**src/sv/tlds_pkg.sv**
```systemverilog
// ============================================================================
// Delimiter splitter package
// Shared widths, codes and request types for the top-level delimiter splitter.
// ============================================================================
`default_nettype none

package tlds_pkg;

    // Sizing of the bracket stack and of the text positions.
    localparam int STACK_DEPTH = 32;
    localparam int POS_BITS    = 16;
    localparam int LEVEL_BITS  = $clog2(STACK_DEPTH + 1);
    localparam int IDX_BITS    = $clog2(STACK_DEPTH);
    localparam int MASK_BITS   = 10;

    // Bit positions in the split enable mask.
    localparam int MASK_BRK0     = 0;
    localparam int MASK_BRK1     = 1;
    localparam int MASK_BRK2     = 2;
    localparam int MASK_COMMA    = 3;
    localparam int MASK_SEMI     = 4;
    localparam int MASK_ASSIGN   = 5;
    localparam int MASK_LAMBDA   = 6;
    localparam int MASK_QUESTION = 7;
    localparam int MASK_NULLCOAL = 8;
    localparam int MASK_COLON    = 9;

    // Token classes delivered by the lexer.
    typedef enum logic [3:0] {
        TK_OTHER    = 4'd0,
        TK_OPEN0    = 4'd1,
        TK_OPEN1    = 4'd2,
        TK_OPEN2    = 4'd3,
        TK_CLOSE0   = 4'd4,
        TK_CLOSE1   = 4'd5,
        TK_CLOSE2   = 4'd6,
        TK_COMMA    = 4'd7,
        TK_SEMI     = 4'd8,
        TK_ASSIGN   = 4'd9,
        TK_LAMBDA   = 4'd10,
        TK_QUESTION = 4'd11,
        TK_QINVOKE  = 4'd12,
        TK_QINDEX   = 4'd13,
        TK_NULLCOAL = 4'd14,
        TK_COLON    = 4'd15
    } t_tok_kind;

    // Kinds of entries held on the stack.
    typedef enum logic [2:0] {
        ENT_BRK0     = 3'd1,
        ENT_BRK1     = 3'd2,
        ENT_BRK2     = 3'd3,
        ENT_QUESTION = 3'd4,
        ENT_QINVOKE  = 3'd5,
        ENT_QINDEX   = 3'd6
    } t_ent_kind;

    // Verdict given to every token.
    typedef enum logic [2:0] {
        V_CONT     = 3'd0,
        V_SPLIT    = 3'd1,
        V_ERR_STOP = 3'd2,
        V_ERR_CONT = 3'd3,
        V_IGNORED  = 3'd4,
        V_OVERFLOW = 3'd5
    } t_verdict;

    // One token request as held in the input register.
    typedef struct packed {
        logic                  first_token;
        logic [MASK_BITS-1:0]  split_mask;
        logic [POS_BITS-1:0]   expr_start;
        logic [POS_BITS-1:0]   expr_end;
        t_tok_kind             token_kind;
        logic [POS_BITS-1:0]   token_start;
        logic [POS_BITS-1:0]   token_end;
    } t_tok_req;

    // One result request as held in the output register.
    typedef struct packed {
        t_verdict              verdict;
        t_tok_kind             split_kind;
        logic [POS_BITS-1:0]   left_start;
        logic [POS_BITS-1:0]   left_end;
        logic [POS_BITS-1:0]   right_start;
        logic [POS_BITS-1:0]   right_end;
    } t_res_req;

endpackage

`default_nettype wire

```
**src/sv/tlds_if.sv**
```systemverilog
// ============================================================================
// Delimiter splitter channels
// Valid/ready channels for token requests and result requests.
// ============================================================================
`default_nettype none

// Token channel: one classified token per request.
interface tlds_tok_if;
    logic                            valid;
    logic                            ready;
    logic                            first_token;
    logic [tlds_pkg::MASK_BITS-1:0]  split_mask;
    logic [tlds_pkg::POS_BITS-1:0]   expr_start;
    logic [tlds_pkg::POS_BITS-1:0]   expr_end;
    logic [3:0]                      token_kind;
    logic [tlds_pkg::POS_BITS-1:0]   token_start;
    logic [tlds_pkg::POS_BITS-1:0]   token_end;

    modport source (
        output valid, first_token, split_mask, expr_start, expr_end,
               token_kind, token_start, token_end,
        input  ready
    );
    modport sink (
        input  valid, first_token, split_mask, expr_start, expr_end,
               token_kind, token_start, token_end,
        output ready
    );
endinterface

// Result channel: one verdict per token.
interface tlds_res_if;
    logic                            valid;
    logic                            ready;
    logic [2:0]                      verdict;
    logic [3:0]                      split_kind;
    logic [tlds_pkg::POS_BITS-1:0]   left_start;
    logic [tlds_pkg::POS_BITS-1:0]   left_end;
    logic [tlds_pkg::POS_BITS-1:0]   right_start;
    logic [tlds_pkg::POS_BITS-1:0]   right_end;

    modport source (
        output valid, verdict, split_kind, left_start, left_end,
               right_start, right_end,
        input  ready
    );
    modport sink (
        input  valid, verdict, split_kind, left_start, left_end,
               right_start, right_end,
        output ready
    );
endinterface

`default_nettype wire

```
**src/sv/top_level_delimiter_splitter_top.sv**
```systemverilog
// ============================================================================
// Top-level delimiter splitter
// Bracket-matching stack that gives one verdict per token and reports the
// spans of the left and right parts when a top-level split is found.
// ============================================================================
//
//  Channel   Dir  Handshake     Contents
//  i_tok     in   valid/ready   first_token, split_mask, expr span, token kind/span
//  o_res     out  valid/ready   verdict, split_kind, left span, right span
//
//  A token request passes through the input register and then the result
//  register, which drives o_res. One token is taken every cycle while o_res
//  does not stall; the stack top is read and pushed or popped in the same
//  cycle that the token leaves the input register.
//  Reset clears the stack level and marks the scan as ended; the stack
//  entries themselves are not cleared. While o_res stalls, one more token is
//  held in the input register before i_tok.ready drops.
//
`default_nettype none

module top_level_delimiter_splitter_top (
    input  wire           i_clk,
    input  wire           i_rst_n,
    tlds_tok_if.sink      i_tok,
    tlds_res_if.source    o_res
);

    // Input register and result register.
    logic                              r_in_valid;
    tlds_pkg::t_tok_req                r_in;
    logic                              r_out_valid;
    tlds_pkg::t_res_req                r_out;

    // Stack storage and scan state.
    tlds_pkg::t_ent_kind               r_stk_kind  [tlds_pkg::STACK_DEPTH];
    logic [tlds_pkg::POS_BITS-1:0]     r_stk_start [tlds_pkg::STACK_DEPTH];
    logic [tlds_pkg::POS_BITS-1:0]     r_stk_end   [tlds_pkg::STACK_DEPTH];
    logic [tlds_pkg::LEVEL_BITS-1:0]   r_level;
    logic                              r_ended;

    // Next-state values.
    logic [tlds_pkg::LEVEL_BITS-1:0]   n_level;
    logic                              n_ended;
    tlds_pkg::t_res_req                n_out;
    logic                              n_push;
    tlds_pkg::t_ent_kind               n_push_kind;

    // Internal combinational signals.
    logic                              w_advance;
    logic                              w_fire;
    logic                              w_in_accept;
    logic [tlds_pkg::LEVEL_BITS-1:0]   w_level;
    logic                              w_ended;
    logic                              w_empty;
    logic                              w_full;
    logic [tlds_pkg::IDX_BITS-1:0]     w_top_idx;
    logic [tlds_pkg::IDX_BITS-1:0]     w_push_idx;
    tlds_pkg::t_ent_kind               w_top_kind;
    logic [tlds_pkg::POS_BITS-1:0]     w_top_start;
    logic [tlds_pkg::POS_BITS-1:0]     w_top_end;
    logic                              w_match;
    logic                              w_mask_bit;

    // Handshake: the result register frees up when it is empty or taken.
    assign w_advance   = !r_out_valid || o_res.ready;
    assign w_fire      = r_in_valid && w_advance;
    assign i_tok.ready = !r_in_valid || w_advance;
    assign w_in_accept = i_tok.valid && i_tok.ready;

    // A first token restarts the scan before it is handled.
    assign w_level = r_in.first_token ? '0 : r_level;
    assign w_ended = r_in.first_token ? 1'b0 : r_ended;
    assign w_empty = (w_level == '0);
    assign w_full  = (w_level == tlds_pkg::LEVEL_BITS'(tlds_pkg::STACK_DEPTH));

    // Top of stack and push slot.
    assign w_top_idx   = tlds_pkg::IDX_BITS'(w_level - tlds_pkg::LEVEL_BITS'(1));
    assign w_push_idx  = w_level[tlds_pkg::IDX_BITS-1:0];
    assign w_top_kind  = r_stk_kind[w_top_idx];
    assign w_top_start = r_stk_start[w_top_idx];
    assign w_top_end   = r_stk_end[w_top_idx];

    // Opener match and split enable for the current token.
    always_comb begin
        w_match    = 1'b0;
        w_mask_bit = 1'b0;
        unique case (r_in.token_kind) inside
            tlds_pkg::TK_CLOSE0: begin
                w_match    = (w_top_kind == tlds_pkg::ENT_BRK0) ||
                             (w_top_kind == tlds_pkg::ENT_QINVOKE);
                w_mask_bit = r_in.split_mask[tlds_pkg::MASK_BRK0];
            end
            tlds_pkg::TK_CLOSE1: begin
                w_match    = (w_top_kind == tlds_pkg::ENT_BRK1) ||
                             (w_top_kind == tlds_pkg::ENT_QINDEX);
                w_mask_bit = r_in.split_mask[tlds_pkg::MASK_BRK1];
            end
            tlds_pkg::TK_CLOSE2: begin
                w_match    = (w_top_kind == tlds_pkg::ENT_BRK2);
                w_mask_bit = r_in.split_mask[tlds_pkg::MASK_BRK2];
            end
            tlds_pkg::TK_COMMA:    w_mask_bit = r_in.split_mask[tlds_pkg::MASK_COMMA];
            tlds_pkg::TK_SEMI:     w_mask_bit = r_in.split_mask[tlds_pkg::MASK_SEMI];
            tlds_pkg::TK_ASSIGN:   w_mask_bit = r_in.split_mask[tlds_pkg::MASK_ASSIGN];
            tlds_pkg::TK_LAMBDA:   w_mask_bit = r_in.split_mask[tlds_pkg::MASK_LAMBDA];
            tlds_pkg::TK_QUESTION: w_mask_bit = r_in.split_mask[tlds_pkg::MASK_QUESTION];
            tlds_pkg::TK_NULLCOAL: w_mask_bit = r_in.split_mask[tlds_pkg::MASK_NULLCOAL];
            tlds_pkg::TK_COLON:    w_mask_bit = r_in.split_mask[tlds_pkg::MASK_COLON];
            default: begin
                w_match    = 1'b0;
                w_mask_bit = 1'b0;
            end
        endcase
    end

    // Verdict and stack update for the token in the input register.
    always_comb begin
        n_level     = w_level;
        n_ended     = w_ended;
        n_push      = 1'b0;
        n_push_kind = tlds_pkg::ENT_BRK0;
        n_out       = '0;
        n_out.verdict    = tlds_pkg::V_CONT;
        n_out.split_kind = tlds_pkg::TK_OTHER;

        if (w_ended) begin
            n_out.verdict = tlds_pkg::V_IGNORED;
        end else begin
            unique case (r_in.token_kind) inside
                tlds_pkg::TK_OPEN0, tlds_pkg::TK_OPEN1, tlds_pkg::TK_OPEN2,
                tlds_pkg::TK_QINVOKE, tlds_pkg::TK_QINDEX: begin
                    case (r_in.token_kind)
                        tlds_pkg::TK_OPEN0:   n_push_kind = tlds_pkg::ENT_BRK0;
                        tlds_pkg::TK_OPEN1:   n_push_kind = tlds_pkg::ENT_BRK1;
                        tlds_pkg::TK_OPEN2:   n_push_kind = tlds_pkg::ENT_BRK2;
                        tlds_pkg::TK_QINVOKE: n_push_kind = tlds_pkg::ENT_QINVOKE;
                        default:              n_push_kind = tlds_pkg::ENT_QINDEX;
                    endcase
                    if (w_full) begin
                        n_out.verdict = tlds_pkg::V_OVERFLOW;
                        n_ended       = 1'b1;
                    end else begin
                        n_push  = 1'b1;
                        n_level = w_level + tlds_pkg::LEVEL_BITS'(1);
                    end
                end
                tlds_pkg::TK_CLOSE0, tlds_pkg::TK_CLOSE1, tlds_pkg::TK_CLOSE2: begin
                    n_out.right_start = r_in.token_start;
                    n_out.right_end   = r_in.token_end;
                    if (w_empty) begin
                        // Closing bracket with nothing open.
                        n_out.verdict = tlds_pkg::V_ERR_STOP;
                        n_ended       = 1'b1;
                    end else begin
                        n_level = w_level - tlds_pkg::LEVEL_BITS'(1);
                        if (!w_match) begin
                            n_out.verdict    = tlds_pkg::V_ERR_STOP;
                            n_out.left_start = w_top_start;
                            n_out.left_end   = w_top_end;
                            n_ended          = 1'b1;
                        end else if (w_level == tlds_pkg::LEVEL_BITS'(1) && w_mask_bit) begin
                            n_out.verdict    = tlds_pkg::V_SPLIT;
                            n_out.split_kind = r_in.token_kind;
                            n_out.left_start = w_top_start;
                            n_out.left_end   = w_top_end;
                            n_ended          = 1'b1;
                        end else begin
                            // Matched pair inside the expression: keep scanning.
                            n_out.right_start = '0;
                            n_out.right_end   = '0;
                        end
                    end
                end
                tlds_pkg::TK_COLON: begin
                    if (!w_empty) begin
                        // Inside brackets the colon closes a pending question.
                        n_level = w_level - tlds_pkg::LEVEL_BITS'(1);
                        if (w_top_kind != tlds_pkg::ENT_QUESTION) begin
                            n_out.verdict     = tlds_pkg::V_ERR_CONT;
                            n_out.right_start = r_in.token_start;
                            n_out.right_end   = r_in.token_end;
                        end
                    end else if (w_mask_bit) begin
                        n_out.verdict     = tlds_pkg::V_SPLIT;
                        n_out.split_kind  = r_in.token_kind;
                        n_out.left_start  = r_in.expr_start;
                        n_out.left_end    = r_in.token_start;
                        n_out.right_start = r_in.token_end;
                        n_out.right_end   = r_in.expr_end;
                        n_ended           = 1'b1;
                    end else begin
                        n_out.verdict     = tlds_pkg::V_ERR_CONT;
                        n_out.right_start = r_in.token_start;
                        n_out.right_end   = r_in.token_end;
                    end
                end
                tlds_pkg::TK_COMMA, tlds_pkg::TK_SEMI, tlds_pkg::TK_ASSIGN,
                tlds_pkg::TK_LAMBDA, tlds_pkg::TK_QUESTION, tlds_pkg::TK_NULLCOAL: begin
                    if (w_empty && w_mask_bit) begin
                        n_out.verdict     = tlds_pkg::V_SPLIT;
                        n_out.split_kind  = r_in.token_kind;
                        n_out.left_start  = r_in.expr_start;
                        n_out.left_end    = r_in.token_start;
                        n_out.right_start = r_in.token_end;
                        n_out.right_end   = r_in.expr_end;
                        n_ended           = 1'b1;
                    end else if (r_in.token_kind == tlds_pkg::TK_QUESTION) begin
                        // A question that does not split waits for its colon.
                        n_push_kind = tlds_pkg::ENT_QUESTION;
                        if (w_full) begin
                            n_out.verdict = tlds_pkg::V_OVERFLOW;
                            n_ended       = 1'b1;
                        end else begin
                            n_push  = 1'b1;
                            n_level = w_level + tlds_pkg::LEVEL_BITS'(1);
                        end
                    end
                end
                default: begin
                    n_level = w_level;
                end
            endcase
        end
    end

    // Input register.
    always_ff @(posedge i_clk) begin
        if (!i_rst_n) begin
            r_in_valid <= 1'b0;
        end else if (i_tok.ready) begin
            r_in_valid <= i_tok.valid;
        end
        if (w_in_accept) begin
            r_in.first_token <= i_tok.first_token;
            r_in.split_mask  <= i_tok.split_mask;
            r_in.expr_start  <= i_tok.expr_start;
            r_in.expr_end    <= i_tok.expr_end;
            r_in.token_kind  <= tlds_pkg::t_tok_kind'(i_tok.token_kind);
            r_in.token_start <= i_tok.token_start;
            r_in.token_end   <= i_tok.token_end;
        end
    end

    // Scan state.
    always_ff @(posedge i_clk) begin
        if (!i_rst_n) begin
            r_level <= '0;
            r_ended <= 1'b1;
        end else if (w_fire) begin
            r_level <= n_level;
            r_ended <= n_ended;
        end
    end

    // Stack entries: written only on a push.
    always_ff @(posedge i_clk) begin
        if (w_fire && n_push) begin
            r_stk_kind[w_push_idx]  <= n_push_kind;
            r_stk_start[w_push_idx] <= r_in.token_start;
            r_stk_end[w_push_idx]   <= r_in.token_end;
        end
    end

    // Result register.
    always_ff @(posedge i_clk) begin
        if (!i_rst_n) begin
            r_out_valid <= 1'b0;
        end else if (w_advance) begin
            r_out_valid <= r_in_valid;
        end
        if (w_fire) begin
            r_out <= n_out;
        end
    end

    assign o_res.valid       = r_out_valid;
    assign o_res.verdict     = r_out.verdict;
    assign o_res.split_kind  = r_out.split_kind;
    assign o_res.left_start  = r_out.left_start;
    assign o_res.left_end    = r_out.left_end;
    assign o_res.right_start = r_out.right_start;
    assign o_res.right_end   = r_out.right_end;

    // The stack never holds more entries than it has room for.
    a_level_bound: assert property (@(posedge i_clk) disable iff (!i_rst_n)
        r_level <= tlds_pkg::LEVEL_BITS'(tlds_pkg::STACK_DEPTH))
        else $error("stack level beyond depth");

    // A split, a stopping error or an overflow ends the scan.
    a_stop_ends: assert property (@(posedge i_clk) disable iff (!i_rst_n)
        w_fire && (n_out.verdict == tlds_pkg::V_SPLIT ||
                   n_out.verdict == tlds_pkg::V_ERR_STOP ||
                   n_out.verdict == tlds_pkg::V_OVERFLOW) |=> r_ended)
        else $error("scan not ended after a stopping verdict");

    // An ignored token leaves the stack untouched.
    a_ignored_stable: assert property (@(posedge i_clk) disable iff (!i_rst_n)
        w_fire && n_out.verdict == tlds_pkg::V_IGNORED |=> $stable(r_level) && r_ended)
        else $error("ignored token changed the scan state");

    // A token only pushes while the scan is running and the stack has room.
    a_push_room: assert property (@(posedge i_clk) disable iff (!i_rst_n)
        w_fire && n_push |-> !w_full && !w_ended)
        else $error("push into a full stack or an ended scan");

endmodule

`default_nettype wire
```
**src/flat_wrapper.sv**
```systemverilog
// flat-port wrapper written by rule: the top's interface ports become plain ports
module top_level_delimiter_splitter_top_flat 
  (i_clk, i_rst_n, i_tok_valid, i_tok_first_token, i_tok_split_mask, i_tok_expr_start, i_tok_expr_end, i_tok_token_kind, i_tok_token_start, i_tok_token_end, i_tok_ready, o_res_valid, o_res_verdict, o_res_split_kind, o_res_left_start, o_res_left_end, o_res_right_start, o_res_right_end, o_res_ready);
  tlds_tok_if i_tok_i ();
  tlds_res_if o_res_i ();
  input  wire i_clk;
  input  wire i_rst_n;
  input wire logic [$bits(i_tok_i.valid)-1:0] i_tok_valid;
  input wire logic [$bits(i_tok_i.first_token)-1:0] i_tok_first_token;
  input wire logic [$bits(i_tok_i.split_mask)-1:0] i_tok_split_mask;
  input wire logic [$bits(i_tok_i.expr_start)-1:0] i_tok_expr_start;
  input wire logic [$bits(i_tok_i.expr_end)-1:0] i_tok_expr_end;
  input wire logic [$bits(i_tok_i.token_kind)-1:0] i_tok_token_kind;
  input wire logic [$bits(i_tok_i.token_start)-1:0] i_tok_token_start;
  input wire logic [$bits(i_tok_i.token_end)-1:0] i_tok_token_end;
  output wire logic [$bits(i_tok_i.ready)-1:0] i_tok_ready;
  output wire logic [$bits(o_res_i.valid)-1:0] o_res_valid;
  output wire logic [$bits(o_res_i.verdict)-1:0] o_res_verdict;
  output wire logic [$bits(o_res_i.split_kind)-1:0] o_res_split_kind;
  output wire logic [$bits(o_res_i.left_start)-1:0] o_res_left_start;
  output wire logic [$bits(o_res_i.left_end)-1:0] o_res_left_end;
  output wire logic [$bits(o_res_i.right_start)-1:0] o_res_right_start;
  output wire logic [$bits(o_res_i.right_end)-1:0] o_res_right_end;
  input wire logic [$bits(o_res_i.ready)-1:0] o_res_ready;
  assign i_tok_i.valid = i_tok_valid;
  assign i_tok_i.first_token = i_tok_first_token;
  assign i_tok_i.split_mask = i_tok_split_mask;
  assign i_tok_i.expr_start = i_tok_expr_start;
  assign i_tok_i.expr_end = i_tok_expr_end;
  assign i_tok_i.token_kind = i_tok_token_kind;
  assign i_tok_i.token_start = i_tok_token_start;
  assign i_tok_i.token_end = i_tok_token_end;
  assign i_tok_ready = i_tok_i.ready;
  assign o_res_valid = o_res_i.valid;
  assign o_res_verdict = o_res_i.verdict;
  assign o_res_split_kind = o_res_i.split_kind;
  assign o_res_left_start = o_res_i.left_start;
  assign o_res_left_end = o_res_i.left_end;
  assign o_res_right_start = o_res_i.right_start;
  assign o_res_right_end = o_res_i.right_end;
  assign o_res_i.ready = o_res_ready;
  top_level_delimiter_splitter_top u_core (.i_clk(i_clk), .i_rst_n(i_rst_n), .i_tok(i_tok_i), .o_res(o_res_i));
endmodule
```
**config.mk**
```make
export PLATFORM = sky130hd
export DESIGN_NAME = top_level_delimiter_splitter_top_flat
export DESIGN_NICKNAME = d
export VERILOG_FILES = /design/src/sv/tlds_pkg.sv /design/src/sv/tlds_if.sv /design/src/sv/top_level_delimiter_splitter_top.sv /design/src/flat_wrapper.sv
export SDC_FILE = /design/constraint.sdc
export NUM_CORES = 1
export LEC_CHECK = 0
export ABC_CLOCK_PERIOD_IN_PS = 13300
export BUFFER_PORTS_ARGS = -buffer_cell sky130_fd_sc_hd__buf_2
export CELL_PAD_IN_SITES_DETAIL_PLACEMENT = 0
export CELL_PAD_IN_SITES_GLOBAL_PLACEMENT = 1
export CORE_MARGIN = 2
export CORE_UTILIZATION = 40
export DETAILED_ROUTE_END_ITERATION = 8
export GPL_ROUTABILITY_DRIVEN = 0
export GPL_TIMING_DRIVEN = 0
export PLACE_DENSITY = 0.62
export SYNTH_ARGS = -nofsm -noshare
export SYNTH_HDL_FRONTEND = slang
export SYNTH_SLANG_ARGS = --single-unit
```
**constraint.sdc**
```tcl
create_clock -name i_clk -period 13.3 [get_ports i_clk]
set_input_delay 0.665 -clock i_clk [delete_from_list [all_inputs] [get_ports i_clk]]
set_output_delay 0.665 -clock i_clk [all_outputs]
set_load 0.01 [all_outputs]
```
==> out/results.env <==
WORST_EP_ARRIVAL_TIME_NS=9.24
DIE_WIDTH_UM=356
WORST_EP_REQUIRED_TIME_NS=13.91
YS_FF_LATCH=1279
TOT_GR_TRACK_USE=0.272
COUNT_OF_NETS_AFTER_FINISHING=3716
WORSTSETUPENDPOINTTYPE='flip-flop'
TIGHTEST_SLEW_NS=1.39
FINALCLOCKSKEW_NS=0.0314
LEAKAGE_nW=18.8
FINAL-HOLD-VIOLATION-COUNT=0
RSZ0062_AT_GRT='no'
FIN_CRIT_NS=8.63
ITERATION_0_DRC_COUNT_OF_THE_DETAILED_ROUTER=4188
WORST_SETUP_PATH_ENDPOINT='u_core.o_res.left_end[0]'
GRT_MAX_DEGREE=56
CLOCK_BUFFERS_CREATED_BY_TRITONCTS=137
NUMBER_OF_SYNTHESIZED_FLOPS_WITH_AN_ENABLE_PIN=1270
SYNTHARSTFLOPSHARE=0
WL_PER_CELL_UM=32.3
NUM_VIAS=32489
CAP_VIOLATIONS=0
ROUTE.DETAILED.DRC=0
SYNTH.LIB_CELLS_USED.DISTINCT=75
POST_SYNTH_INSTANCE_AREA_UM2=49400
REG2REGPATHDEPTH=21
TIMING.SETUP.CRITICAL_PATH_CLASS='flip-flop to flip-flop'
START_UTIL=0.404
INITIAL_ANTENNA_VIOLATION_COUNT=6
DIE_OUTLINE_AREA_UM2=126000
CTS_REPAIR_RESIZE_COUNT=0
SYNTH_FF_TYPE='sky130_fd_sc_hd__edfxtp_1'
LAYOUT-DRIVE-GT1-SHARE=0.151
CLK_PIN_SLEW_WORST_PATHS_NS=0.06
OUTCOME='completed'
WORST_SKEW_PAIR.LATE_LATENCY_NS=0.75
FIN_CRIT_SH=0.649
TRITONCTS_CLOCK_TREE='yes'
DRTANTENNAVIOLNETS=0
FINAL_SLEW_VIOLATIONS=0
SYN_NETS=3340
MAX_FREQ_MHz=116
CP_MAX_FO=10
SYN-MEAN-INSTANCE-AREA_UM2=15.2
SETUP.WORST_PATH.START_CLASS='flip-flop'
DRT_FIRST_PASS_ITERS=5
ROUTED_WL_UM=173000
SYN_INST=3255
ROOT_BUFFER='sky130_fd_sc_hd__clkbuf_16'
VIAS_PER_CELL=6.06
SYNTH-WARNING-COUNT=0
CLOCK_TREE.BUFFER_DEPTH=3
TOTAL_POWER_mW=8.50
WIRE_LENGTH_OF_THE_FIRST_GLOBAL_ROUTING_PASS_UM=241000
DETAILEDPLACEMENTHPWL_UM=116000
AREA.GROWTH.SYNTH_TO_FINAL_PCT=18.6
ROWS=128
HIGHEST-SIGNAL-LAYER='met5'
GRT_PASS1_VIAS=31089
IOPINCOUNT=156
FINAL_SETUP_FAILS=0
FRACTION_OF_THE_YOSYS_AREA_TAKEN_BY_SEQUENTIAL_CELLS=0.775
CRIT_PATH_START='u_core.r_level[0]'
FP.COREAREA_UM2=122000
TIMING.SETUP.TNS_NS=0
DIE_H_UM=356
POSTCTSSETUPREPAIRBUFS=0
ROUTED-WL-MET2_UM=78700
HOLDCRITPATHCLASS='input pin to flip-flop'
SLEW_HEADROOM=0.0707
POST-ROUTE-UTIL=0.480
MAX-VDD-IR-DROP_V=0.000134
RRSETUPSLACK_NS=4.67
WORST_R2R_STARTPOINT='u_core.r_level[0]'
DRT-MET1-WL_UM=73000
IO_BUF_COUNT=155
CTS.HOLD.BUFFERS_ADDED=0
POWER-PER-CELL-AREA_nW_PER_UM2=145
CTS_NUM_SINKS=1279
CRIT-REG2REG-CAPTURE='u_core.o_res.left_end[0]'
GLOBAL_ROUTE.OVERFLOW_TOTAL=0
WL_MET3_UM=15200
HTREE_NUM_LEVELS=4
layer usage:
layer	up-vias	track usage
met3	255	0.0486
met2	1656	0.417
li1	13769	-
met1	16807	0.390
met5	-	0
met4	2	0.0970
power breakdown:
part | switching (mW) | total [mW] | internal, mW | leakage, nW
Combinational | 0.274 | 0.388 | 0.114 | 5.16
Clock | 1.57 | 3.62 | 2.05 | 2.04
Sequential | 0.0366 | 4.50 | 4.46 | 11.6
synthesized netlist by cell type, types with 6 or more instances:
master / count / share of area
sky130_fd_sc_hd__o21ai_0: 35 / 0.0035
sky130_fd_sc_hd__buf_2: 42 / 0.0043
sky130_fd_sc_hd__dfxtp_1: 9 / 0.0036
sky130_fd_sc_hd__a21boi_0: 6 / 0.00091
sky130_fd_sc_hd__o21ai_1: 32 / 0.0032
sky130_fd_sc_hd__nor3_1: 176 / 0.018
sky130_fd_sc_hd__mux2i_1: 9 / 0.0018
sky130_fd_sc_hd__mux4_2: 11 / 0.0050
sky130_fd_sc_hd__mux2_2: 11 / 0.0025
sky130_fd_sc_hd__a32oi_1: 38 / 0.0067
sky130_fd_sc_hd__inv_1: 8 / 0.00061
sky130_fd_sc_hd__edfxtp_1: 1270 / 0.77
sky130_fd_sc_hd__nand2_1: 568 / 0.043
sky130_fd_sc_hd__o211ai_1: 6 / 0.00091
sky130_fd_sc_hd__nand3_1: 46 / 0.0047
sky130_fd_sc_hd__nor2b_1: 10 / 0.0013
sky130_fd_sc_hd__o221ai_1: 250 / 0.044
sky130_fd_sc_hd__and3_1: 12 / 0.0015
sky130_fd_sc_hd__a311oi_1: 8 / 0.0014
sky130_fd_sc_hd__a22oi_1: 7 / 0.0011
sky130_fd_sc_hd__nand2b_1: 6 / 0.00076
sky130_fd_sc_hd__a31oi_1: 235 / 0.030
sky130_fd_sc_hd__clkbuf_1: 184 / 0.014
sky130_fd_sc_hd__buf_1: 11 / 0.00084
sky130_fd_sc_hd__o21ai_2: 29 / 0.0051
sky130_fd_sc_hd__o22ai_1: 29 / 0.0037
sky130_fd_sc_hd__a21oi_1: 37 / 0.0037
sky130_fd_sc_hd__nor2_1: 89 / 0.0068
layout make-up:
type	instances	area, µm²
fillers	10623	63600
flip-flops and latches	1279	38300
multi-input cells	1722	10300
clock buffers	182	3770
repair buffers	237	2750
well taps	1625	2030
plain buffers	244	1010
clock inverters	61	398
inverters	10	40.0
diodes	3	7.51
how the worst min path moves through the flow:
stage / depth (start not counted) / start / to
2_1_floorplan: 2 / u_core.r_level[5] / u_core.r_level[5]
5_1_grt: 1 / i_tok_expr_start[8] / u_core.r_in[60]
4_1_cts: 1 / i_tok_token_kind[3] / u_core.r_in[35]
6_report: 1 / i_tok_expr_start[0] / u_core.r_in[52]
3_5_place_dp: 2 / u_core.r_ended / u_core.r_ended
3_3_place_gp: 2 / u_core.r_level[5] / u_core.r_level[5]
logic make-up after synthesis:
kind of cell / share of synthesized area
AND/OR/NAND/NOR: 0.0803
flip-flops: 0.775
AO/OA/AOI/OAI: 0.112
buffers and inverters: 0.0213
XOR/XNOR: 0.00119
multiplexers: 0.00980
adder cells (fa/ha/maj): 0.000506
critical path, cell delays in order (launching register included):
cell and delay, ns:
sky130_fd_sc_hd__dfxtp_1 0.29, sky130_fd_sc_hd__buf_2 0.16, sky130_fd_sc_hd__buf_2 0.20, sky130_fd_sc_hd__buf_2 0.22
sky130_fd_sc_hd__nor2b_1 0.22, sky130_fd_sc_hd__inv_2 0.35, sky130_fd_sc_hd__clkbuf_1 0.86, sky130_fd_sc_hd__clkbuf_1 0.66
sky130_fd_sc_hd__ha_1 0.25, sky130_fd_sc_hd__buf_2 0.24, sky130_fd_sc_hd__xnor2_2 0.17, sky130_fd_sc_hd__buf_6 0.21
sky130_fd_sc_hd__buf_2 0.29, sky130_fd_sc_hd__clkbuf_1 0.98, sky130_fd_sc_hd__buf_2 0.54, sky130_fd_sc_hd__buf_1 0.70
sky130_fd_sc_hd__o221ai_1 0.28, sky130_fd_sc_hd__a31oi_1 0.35, sky130_fd_sc_hd__nor3_1 0.18, sky130_fd_sc_hd__nor3_1 0.82
sky130_fd_sc_hd__nor2_1 0.25, sky130_fd_sc_hd__o21ai_2 0.18
state kept, by name, summed over array words and instances, names as in the netlist, 6 cells and up:
name,flops
u_core.o_res.left_end,16
u_core.r_level,6
u_core.o_res.right_end,16
u_core.r_stk_start,512
u_core.r_stk_end,512
u_core.o_res.left_start,16
u_core.o_res.right_start,16
u_core.r_in,79
u_core.r_stk_kind,96
cell usage in the layout (no fill, tap or decap), types with 7 or more instances in the layout:
| cell type | instances |
|---|---|
| sky130_fd_sc_hd__edfxtp_1 | 1270 |
| sky130_fd_sc_hd__nand2_1 | 568 |
| sky130_fd_sc_hd__o221ai_1 | 250 |
| sky130_fd_sc_hd__a31oi_1 | 235 |
| sky130_fd_sc_hd__clkbuf_1 | 221 |
| sky130_fd_sc_hd__buf_2 | 197 |
| sky130_fd_sc_hd__nor3_1 | 175 |
| sky130_fd_sc_hd__clkbuf_16 | 145 |
| sky130_fd_sc_hd__nor2_1 | 57 |
| sky130_fd_sc_hd__buf_16 | 48 |
| sky130_fd_sc_hd__nand3_1 | 46 |
| sky130_fd_sc_hd__a32oi_1 | 38 |
| sky130_fd_sc_hd__a21oi_1 | 35 |
| sky130_fd_sc_hd__o21ai_0 | 35 |
| sky130_fd_sc_hd__clkinv_1 | 32 |
| sky130_fd_sc_hd__nor2_4 | 32 |
| sky130_fd_sc_hd__o21ai_1 | 32 |
| sky130_fd_sc_hd__o22ai_1 | 29 |
| sky130_fd_sc_hd__o21ai_2 | 29 |
| sky130_fd_sc_hd__buf_12 | 29 |
| sky130_fd_sc_hd__clkinv_2 | 20 |
| sky130_fd_sc_hd__and3_1 | 12 |
| sky130_fd_sc_hd__mux2_2 | 11 |
| sky130_fd_sc_hd__buf_1 | 11 |
| sky130_fd_sc_hd__mux4_2 | 11 |
| sky130_fd_sc_hd__nor2b_1 | 10 |
| sky130_fd_sc_hd__mux2i_1 | 9 |
| sky130_fd_sc_hd__dfxtp_1 | 9 |
| sky130_fd_sc_hd__a311oi_1 | 8 |
| sky130_fd_sc_hd__inv_1 | 7 |
| sky130_fd_sc_hd__a22oi_1 | 7 |
stage by stage:
step	instance area, µm²	hold slack, ns	instances	worst slack [ns]
after global placement	52200	0.488	5035	4.90
after detailed placement	54300	0.501	5112	4.95
after CTS	58500	0.0520	5355	4.94
final	58600	0.0853	5363	4.67
after global routing	58600	0.0584	5360	4.78
after floorplan	49400	0.466	3255	9.10
(Power assumes the default switching activity.)
